File: src/design/ssr_pkg.sv
`default_nettype none
package ssr_pkg;

	localparam int FRAC_BITS = 8;
	localparam int SEP = 10 << FRAC_BITS;
	localparam int DSQ_ONE = 1 << (2 * FRAC_BITS);
	localparam int DSQ_MIN = DSQ_ONE / 10000;
	localparam int DSQ_MAX = 100 * DSQ_ONE;
	localparam int PUSH_GAIN = 200;

	localparam logic [15:0] TIME_STEP_RST = 16'd1092;
	localparam logic [11:0] WORLD_W_RST = 12'd800;
	localparam logic [11:0] WORLD_H_RST = 12'd600;

	localparam logic [1:0] REG_TIME_STEP = 2'd0;
	localparam logic [1:0] REG_WORLD_W = 2'd1;
	localparam logic [1:0] REG_WORLD_H = 2'd2;

	// request to the shared root/divide unit
	typedef struct packed {
		logic start;
		logic is_div;
	} unit_req_t;

	typedef struct packed {
		logic busy;
		logic done;
	} unit_stat_t;

	function automatic logic signed [31:0] sat32(input logic signed [33:0] v);
		logic signed [31:0] r;
		if (v > 34'sh0_7FFF_FFFF) r = 32'sh7FFF_FFFF;
		else if (v < -34'sh0_8000_0000) r = 32'sh8000_0000;
		else r = v[31:0];
		return r;
	endfunction

	function automatic logic signed [31:0] neg_sat(input logic signed [31:0] v);
		logic signed [31:0] r;
		if (v == 32'sh8000_0000) r = 32'sh7FFF_FFFF;
		else r = -v;
		return r;
	endfunction

endpackage
`default_nettype wire

File: src/design/ssr_root_div.sv
`default_nettype none
module ssr_root_div
	import ssr_pkg::*;
(
	input  wire logic        clk,
	input  wire logic        arst_n,
	input  wire unit_req_t   req,
	input  wire logic [47:0] opa,
	input  wire logic [11:0] divisor,
	output unit_stat_t       stat,
	output logic      [47:0] result
);

	logic        busy_q, done_q, div_q;
	logic [5:0]  cnt_q;
	logic [47:0] num_q, res_q;
	logic [15:0] rem_q;
	logic [15:0] shifted, trial;
	logic [16:0] diff;
	logic        ge;

	// one restoring step: two radicand bits for the root, one dividend bit for the quotient
	always_comb begin
		if (div_q) begin
			shifted = {rem_q[14:0], num_q[47]};
			trial   = {4'b0, divisor};
		end else begin
			shifted = {rem_q[13:0], num_q[47:46]};
			trial   = {res_q[13:0], 2'b01};
		end
		diff = {1'b0, shifted} - {1'b0, trial};
		ge   = ~diff[16];
	end

	always_ff @(posedge clk or negedge arst_n) begin
		if (!arst_n) begin
			busy_q <= 1'b0;
			done_q <= 1'b0;
		end else begin
			done_q <= 1'b0;
			if (req.start) begin
				busy_q <= 1'b1;
			end else if (busy_q && cnt_q == 6'd0) begin
				busy_q <= 1'b0;
				done_q <= 1'b1;
			end
		end
	end

	always_ff @(posedge clk) begin
		if (req.start) begin
			div_q <= req.is_div;
			num_q <= req.is_div ? opa : {opa[23:0], 24'b0};
			rem_q <= '0;
			res_q <= '0;
			cnt_q <= req.is_div ? 6'd47 : 6'd11;
		end else if (busy_q) begin
			num_q <= div_q ? {num_q[46:0], 1'b0} : {num_q[45:0], 2'b0};
			rem_q <= ge ? diff[15:0] : shifted;
			res_q <= {res_q[46:0], ge};
			cnt_q <= cnt_q - 6'd1;
		end
	end

	assign stat.busy = busy_q;
	assign stat.done = done_q;
	assign result = res_q;

endmodule
`default_nettype wire

File: src/design/soft_sphere_repulsion_integrator.sv
`default_nettype none
// Sequence: an item with no neighbor work goes through S_DIFF and S_INTEG; a pushing neighbor
// adds a 12-step root and two 48-step divides on the shared unit; the last item adds the move
// and clamp of x, then the move and clamp of y, and then the result hand-off.
// Throughput: one item at a time; input stalls while an item's work runs or a result waits to go out.
// Reset (arst_n, async): clear held state, drop any pending result, load register defaults.
module soft_sphere_repulsion_integrator
	import ssr_pkg::*;
(
	input  wire logic               clk,
	input  wire logic               arst_n,
	input  wire logic               in_valid,
	output logic                    in_stall,
	input  wire logic signed [31:0] own_x,
	input  wire logic signed [31:0] own_y,
	input  wire logic signed [31:0] own_vx,
	input  wire logic signed [31:0] own_vy,
	input  wire logic               is_collider,
	input  wire logic signed [31:0] neighbor_x,
	input  wire logic signed [31:0] neighbor_y,
	input  wire logic               neighbor_valid,
	input  wire logic               is_first,
	input  wire logic               is_last,
	output logic                    out_valid,
	input  wire logic               out_stall,
	output logic signed [31:0]      new_x,
	output logic signed [31:0]      new_y,
	output logic signed [31:0]      new_vx,
	output logic signed [31:0]      new_vy,
	input  wire logic               cfg_wr_en,
	input  wire logic [1:0]         cfg_index,
	input  wire logic [15:0]        cfg_wr_data
);

	typedef enum logic [15:0] {
		S_IDLE  = 16'h0001,
		S_DIFF  = 16'h0002,
		S_SQX   = 16'h0004,
		S_SQY   = 16'h0008,
		S_SUM   = 16'h0010,
		S_ROOT  = 16'h0020,
		S_M1    = 16'h0040,
		S_M2    = 16'h0080,
		S_M3    = 16'h0100,
		S_DIV   = 16'h0200,
		S_ACC   = 16'h0400,
		S_INTEG = 16'h0800,
		S_MVX   = 16'h1000,
		S_CLX   = 16'h2000,
		S_MVY   = 16'h4000,
		S_CLY   = 16'h8000
	} state_t;

	state_t state_q;

	// configuration registers
	logic [15:0] time_step_q;
	logic [11:0] world_w_q, world_h_q;

	// held particle state
	logic signed [31:0] held_x_q, held_y_q, vx_q, vy_q;
	logic               collider_q;

	// per-item request fields
	logic signed [31:0] nb_x_q, nb_y_q;
	logic               nb_valid_q, last_q;

	// working registers
	logic signed [32:0] dx_q, dy_q;
	logic [24:0]        dsq_q;
	logic [11:0]        dist_q, overlap_q;
	logic               axis_q;
	logic [47:0]        prod_q;
	logic               pend_q;
	logic signed [31:0] out_x_q, out_y_q, out_vx_q, out_vy_q;
	logic               out_valid_q;

	// shared multiplier operands
	logic [31:0] mul_a;
	logic [15:0] mul_b;

	unit_req_t   u_req;
	unit_stat_t  u_stat;
	logic [47:0] u_res;

	logic signed [32:0] d_sel, dx_abs, dy_abs, d_abs;
	logic signed [31:0] v_sel;
	logic [31:0]        v_abs, move_mag, push_mag;
	logic signed [33:0] step, pos, hi, v_sum;
	logic signed [31:0] pos_new, v_new;
	logic [11:0]        wall;
	logic               in_range, near, in_acc, out_free;

	assign in_acc   = in_valid && !in_stall;
	assign in_stall = (state_q != S_IDLE) || pend_q;
	assign out_free = !out_valid_q || !out_stall;

	assign dx_abs = dx_q[32] ? -dx_q : dx_q;
	assign dy_abs = dy_q[32] ? -dy_q : dy_q;
	assign d_sel  = axis_q ? dy_q : dx_q;
	assign d_abs  = axis_q ? dy_abs : dx_abs;
	assign v_sel  = axis_q ? vy_q : vx_q;
	assign v_abs  = v_sel[31] ? 32'(-v_sel) : 32'(v_sel);

	assign in_range = (dx_q > -33'(SEP)) && (dx_q < 33'(SEP)) &&
	                  (dy_q > -33'(SEP)) && (dy_q < 33'(SEP));

	// sum of squares is complete in S_SUM as dsq_q + prod_q
	logic [24:0] dsq_full;
	assign dsq_full = dsq_q + prod_q[24:0];
	assign near     = (dsq_full > 25'(DSQ_MIN)) && (dsq_full < 25'(DSQ_MAX));

	// push: quotient >> 16 fits below 2^31
	assign push_mag = u_res[47:16];
	assign v_sum = d_sel[32] ? (34'(v_sel) - $signed({2'b0, push_mag}))
	                         : (34'(v_sel) + $signed({2'b0, push_mag}));

	// move: magnitude of v*dt truncated, then signed
	assign move_mag = prod_q[47:16];
	assign step = v_sel[31] ? -$signed({2'b0, move_mag}) : $signed({2'b0, move_mag});
	assign pos  = (axis_q ? 34'(held_y_q) : 34'(held_x_q)) + step;
	assign wall = axis_q ? world_h_q : world_w_q;
	assign hi   = $signed({14'b0, wall, 8'b0});

	always_comb begin
		pos_new = pos[31:0];
		v_new   = v_sel;
		if (pos < 34'sd0) begin
			pos_new = '0;
			v_new   = neg_sat(v_sel);
		end else if (pos > hi) begin
			pos_new = hi[31:0];
			v_new   = neg_sat(v_sel);
		end
	end

	// operand select for the one shared multiplier
	always_comb begin
		mul_a = '0;
		mul_b = '0;
		case (state_q)
			S_SQX: begin
				mul_a = {20'b0, dx_abs[11:0]};
				mul_b = {4'b0, dx_abs[11:0]};
			end
			S_SQY: begin
				mul_a = {20'b0, dy_abs[11:0]};
				mul_b = {4'b0, dy_abs[11:0]};
			end
			S_M1: begin
				mul_a = {20'b0, d_abs[11:0]};
				mul_b = {4'b0, overlap_q};
			end
			S_M2: begin
				mul_a = prod_q[31:0];
				mul_b = 16'(PUSH_GAIN);
			end
			S_M3, S_MVX, S_MVY: begin
				mul_a = (state_q == S_M3) ? prod_q[31:0] : v_abs;
				mul_b = time_step_q;
			end
			default: begin
				mul_a = '0;
				mul_b = '0;
			end
		endcase
	end

	always_comb begin
		u_req.start  = 1'b0;
		u_req.is_div = 1'b0;
		if (state_q == S_SUM && in_range && near) u_req.start = 1'b1;
		if (state_q == S_M3 || (state_q == S_DIV && 1'b0)) u_req.start = 1'b0;
		if (state_q == S_DIV && !u_stat.busy && !u_stat.done && !pend_q) begin
			u_req.start  = 1'b1;
			u_req.is_div = 1'b1;
		end
	end

	ssr_root_div u_unit (
		.clk     (clk),
		.arst_n  (arst_n),
		.req     (u_req),
		.opa     (state_q == S_DIV ? prod_q : {23'b0, dsq_full}),
		.divisor (dist_q),
		.stat    (u_stat),
		.result  (u_res)
	);

	// configuration writes
	always_ff @(posedge clk or negedge arst_n) begin
		if (!arst_n) begin
			time_step_q <= TIME_STEP_RST;
			world_w_q   <= WORLD_W_RST;
			world_h_q   <= WORLD_H_RST;
		end else if (cfg_wr_en) begin
			case (cfg_index)
				REG_TIME_STEP: time_step_q <= cfg_wr_data;
				REG_WORLD_W:   world_w_q   <= cfg_wr_data[11:0];
				REG_WORLD_H:   world_h_q   <= cfg_wr_data[11:0];
				default:       ;
			endcase
		end
	end

	// sequencer and held state
	always_ff @(posedge clk or negedge arst_n) begin
		if (!arst_n) begin
			state_q     <= S_IDLE;
			held_x_q    <= '0;
			held_y_q    <= '0;
			vx_q        <= '0;
			vy_q        <= '0;
			collider_q  <= 1'b0;
			out_valid_q <= 1'b0;
			pend_q      <= 1'b0;
			axis_q      <= 1'b0;
		end else begin
			// hand a finished result to the output register once it is free
			if (pend_q && out_free) begin
				out_x_q     <= held_x_q;
				out_y_q     <= held_y_q;
				out_vx_q    <= vx_q;
				out_vy_q    <= vy_q;
				out_valid_q <= 1'b1;
				pend_q      <= 1'b0;
			end else if (out_valid_q && !out_stall) begin
				out_valid_q <= 1'b0;
			end
			case (state_q)
				S_IDLE: begin
					if (in_acc) begin
						if (is_first) begin
							held_x_q   <= own_x;
							held_y_q   <= own_y;
							vx_q       <= own_vx;
							vy_q       <= own_vy;
							collider_q <= is_collider;
						end
						nb_x_q     <= neighbor_x;
						nb_y_q     <= neighbor_y;
						nb_valid_q <= neighbor_valid;
						last_q     <= is_last;
						state_q    <= S_DIFF;
					end
				end
				S_DIFF: begin
					dx_q    <= 33'(held_x_q) - 33'(nb_x_q);
					dy_q    <= 33'(held_y_q) - 33'(nb_y_q);
					state_q <= (collider_q && nb_valid_q) ? S_SQX : S_INTEG;
				end
				S_SQX: state_q <= in_range ? S_SQY : S_INTEG;
				S_SQY: begin
					dsq_q   <= prod_q[24:0];
					state_q <= S_SUM;
				end
				S_SUM: state_q <= near ? S_ROOT : S_INTEG;
				S_ROOT: begin
					if (u_stat.done) begin
						dist_q    <= u_res[11:0];
						overlap_q <= 12'(SEP) - u_res[11:0];
						axis_q    <= 1'b0;
						state_q   <= S_M1;
					end
				end
				S_M1: state_q <= S_M2;
				S_M2: state_q <= S_M3;
				S_M3: state_q <= S_DIV;
				S_DIV: if (u_stat.done) state_q <= S_ACC;
				S_ACC: begin
					if (axis_q) vy_q <= sat32(v_sum);
					else vx_q <= sat32(v_sum);
					axis_q  <= ~axis_q;
					state_q <= axis_q ? S_INTEG : S_M1;
				end
				S_INTEG: begin
					axis_q  <= 1'b0;
					state_q <= last_q ? S_MVX : S_IDLE;
				end
				S_MVX: state_q <= S_CLX;
				S_CLX: begin
					held_x_q <= pos_new;
					vx_q     <= v_new;
					axis_q   <= 1'b1;
					state_q  <= S_MVY;
				end
				S_MVY: state_q <= S_CLY;
				S_CLY: begin
					held_y_q <= pos_new;
					vy_q     <= v_new;
					axis_q   <= 1'b0;
					pend_q   <= 1'b1;
					state_q  <= S_IDLE;
				end
				default: state_q <= S_IDLE;
			endcase
		end
	end

	// shared multiplier, registered
	always_ff @(posedge clk) begin
		prod_q <= 48'(mul_a) * 48'(mul_b);
	end

	assign out_valid = out_valid_q;
	assign new_x     = out_x_q;
	assign new_y     = out_y_q;
	assign new_vx    = out_vx_q;
	assign new_vy    = out_vy_q;

endmodule
`default_nettype wire

File: config.mk
export PLATFORM = sky130hd
export DESIGN_NAME = soft_sphere_repulsion_integrator
export DESIGN_NICKNAME = d
export VERILOG_FILES = /design/src/design/ssr_pkg.sv /design/src/design/ssr_root_div.sv /design/src/design/soft_sphere_repulsion_integrator.sv
export SDC_FILE = /design/constraint.sdc
export NUM_CORES = 2
export LEC_CHECK = 0
export ABC_AREA = 1
export ABC_CLOCK_PERIOD_IN_PS = 10700
export BUFFER_PORTS_ARGS = -buffer_cell sky130_fd_sc_hd__buf_2
export CELL_PAD_IN_SITES_DETAIL_PLACEMENT = 0
export CELL_PAD_IN_SITES_GLOBAL_PLACEMENT = 1
export CORE_MARGIN = 4
export CORE_UTILIZATION = 47
export CTS_CLUSTER_DIAMETER = 150
export DETAILED_ROUTE_END_ITERATION = 8
export PLACE_DENSITY = 0.89
export SLEW_MARGIN = 0
export SYNTH_ARGS = -nofsm -noshare
export SYNTH_HDL_FRONTEND = slang
export SYNTH_SLANG_ARGS = --single-unit
File: constraint.sdc
create_clock -name clk -period 10.7 [get_ports clk]
set_input_delay 0.535 -clock clk [delete_from_list [all_inputs] [get_ports clk]]
set_output_delay 0.535 -clock clk [all_outputs]
set_load 0.1 [all_outputs]
==> run metrics <==
status=completed; CTS sink cnt=664; Pwr per Cell Area=169 nW/um^2; first-pass GRT wire length=between 300,000 and 400,000 um; area leader, netlist=edfxtp_1; Yosys warnings=0; chip width=roughly 360 um; Yosys reg bits=~660; row cnt=130; Final nets=roughly 9,200; HP Class=in -> reg; Adder-Cell Fraction of Synth Area=20.7%; fmax=around 0.098 GHz; dpl cells=approximately 9,700; sequential share of the synthesized area=between 20% and 30%; IO Pins=about 350; setup ws final=between 500 and 600 ps; post-synthesis compound-gate area fraction=between 9 and 10%; area grow syn2layout=11.0%; Final period util=between 90 and 100%; initial core utilization=47.5%; DRT met1 WL=roughly 95,000 um; core region area=126,000 sq um; Sequential Area=around 18,000 sq um; crit path launch type=register; unrepaired setup endpoints after global routing=false; vias in the first global route=roughly 55,000; total die area=133,000 sq um; routed wl met3=about 20,000 um; clock tree buffer depth=3; Worst path most repeated cell=fa_1; CTS resizes=0; max-slew violations=0; Placer Congestion=1.04; post-route design area=around 66,000 sq um; drt first pass iters=9; WL per Instance=between 20 and 25 um; Final Hold Viols=0; initial antenna violation count=6; Synth Net Count=~9,000; Synth top area share=around 18%; DP Worst Slack=approximately 730 ps; Distinct cells, synth=between 70 and 80; TritonCTS clock tree=done; crit end category=register; Final setup viols=0; Post-Synth XOR/XNOR Area=a little over 4%; simple-gate portion of the synthesized area=around a quarter; CTS clk-pin slew, worst paths=approximately 60 ps; number of port buffers=approximately 350; Max-Slew Margin vs Limit=about 8.3%; pin count of the biggest net entering global routing=89; fillers=~12,000; post-synthesis mux area share=less than 1%; GR Overflow Total=0; drt via density=about 5.6; slowest CP cell=o21ai_1; post-layout instance count excluding filler cells=about 9,900; postcts setup bufs=0; Clk Latency, worst-skew pair=between 600 and 700 ps; hold depth=1; H-tree levels=3; Critical Path RT=roughly 11,000 ps; root buffer cell=clkbuf_16; dpl cell area=approximately 63,000 sq um; post-synthesis instance total=slightly below 8,000; Die H=365 um; WL final=228,000 um; Post-DP HPWL=181,000 um; Setup CP Type=reg -> reg; ranking of synthesized cells by area=edfxtp_1 (18%), fa_1 (14%), nand2_1 (13%); Tmin final=a little over 10,000 ps; share of layout cells above drive strength 1=a little under a tenth; EDFF count, synth=363; combined area of the multi-input logic cells=35,700 sq um; syn_area_per_cell=about 7.6 sq um; via count=55,300; Post-Syn Area=59,800 sq um; largest family of logic cells by synthesized area=simple AND/OR/NAND/NOR gates; Critical Path Fanout Max=50; max_cap viols=0; Leak=around 33 nW; Main synth FF type=edfxtp_1; setup tns final=0 ps; Setup Skew=19.5 ps; peak supply drop=around 0.00020 V; GRT Util Overall=between 30 and 40%; worst slew pin tran=around 1400 ps; R2R depth=32; CP max stage delay=970 ps; routed wl met2=approximately 100,000 um; Async SR Flop Fraction=28.6%; drt drc=0; CTS Buf Count=78; Arrival @ worst endpoint=10,790 ps; Top Metal Used=met5; Detailed Route Iter0 Violations=5,837; ANT nets after route=0; hold_ws=~40 ps
## metal layers
layer | track usage (%) | up-vias
li1 | - | 25675
met1 | 46.1 | 26672
met2 | 54.1 | 2467
met3 | 6.67 | 482
met4 | 12.9 | 4
met5 | 0 | -
## Yosys cell counts, types with 20 or more instances
library cell	number
nand2_1	2115
dfrtp_1	179
xnor2_1	54
nor2_1	670
dfxtp_1	111
nand4_1	114
nor4_1	27
inv_1	1305
o211ai_1	27
buf_2	55
clkbuf_1	140
fa_1	424
buf_1	24
o21bai_1	20
edfxtp_1	363
a31oi_1	44
a21oi_1	408
a21boi_1	30
o21ai_0	350
nor3_1	61
ha_1	310
o21ai_1	30
inv_2	33
nand3_1	430
xor2_1	223
## worst paths after layout
| path | to | slack (ps) | from |
|---|---|---|---|
| hold / removal | nb_x_q[13] | 40 | neighbor_x[13] |
| setup / recovery | prod_q[41] | 510 | axis_q |
| setup reg to reg | prod_q[41] | 510 | axis_q |
| max in group asynchronous | held_y_q[13] | 8100 | arst_n |
| min in group asynchronous | u_unit.done_q | 400 | arst_n |
| hold reg to reg | new_vy[6] | 450 | vy_q[6] |
## cells in the final DEF (no fill, tap or decap), types with 177 or more instances in the layout
cell type	synthesis	final
edfxtp_1	363	363
buf_2	55	347
o21ai_0	350	348
a21oi_1	408	408
nand2_1	2115	2112
nand3_1	430	430
xor2_1	223	223
nor2_1	670	666
dfrtp_1	179	177
fa_1	424	424
inv_1	1305	1304
ha_1	310	310
## stage by stage
stage / total power (W) / utilization (%)
floorplan: 0.00664 / -
global placement: 0.00836 / 50.2
detailed placement: 0.00840 / 50.2
CTS: 0.0112 / 52.7
global route: 0.0119 / 52.7
finish: 0.0112 / 52.7
## cell families after synthesis
family	Yosys count
AOI/OAI and AO/OA	1039
buffers and inverters	1608
DFF	664
xor gates and xnor gates	277
muxes	17
adders and majority gates	734
and+or+nand+nor	3528
## critical path: cells and delay by family (launching register included)
family          cells  cell delay [ps]
xor+xnor            1              150
fa+ha+maj           7             3220
compound gates      8             3100
buf+inv             5              390
flops               1              720
simple gates       11             2440
## state kept, by name (all words and copies together) (netlist names), 15 cells and up
register / flops
dx_q: 33
vx_q: 32
vy_q: 32
state_q: 16
time_step_q: 16
u_unit.result: 48
dy_q: 33
u_unit.num_q: 48
nb_x_q: 32
new_y: 32
held_x_q: 32
dsq_q: 25
u_unit.rem_q: 15
held_y_q: 32
new_vy: 32
new_vx: 32
prod_q: 48
new_x: 32
nb_y_q: 32
## layout make-up
class                      count  share of cell area (%)
clock buffer                 114                    3.39
multi-input combinational   5595                    53.7
sequential                   664                    26.9
tap                         1650                    3.11
antenna                        3                  0.0113
inverter                    1350                    7.64
timing repair buffer         509                    4.66
clock inverter                31                   0.541
## power by group
part | internal [W] | switching (W) | leakage, nW | total, W
clock network | 0.00160 | 0.00117 | 1.27 | 0.00276
registers | 0.00320 | 0.000416 | 6.48 | 0.00362
logic | 0.00144 | 0.00342 | 25.3 | 0.00485
## what timing repair did
item / 4_1_cts / 5_1_grt
endpoints found under the setup margin: 0 / 0
hold endpoints to repair: 123 / 0
hold buffers: 54 / 0
Note: power is estimated with default switching activity, not from simulation.
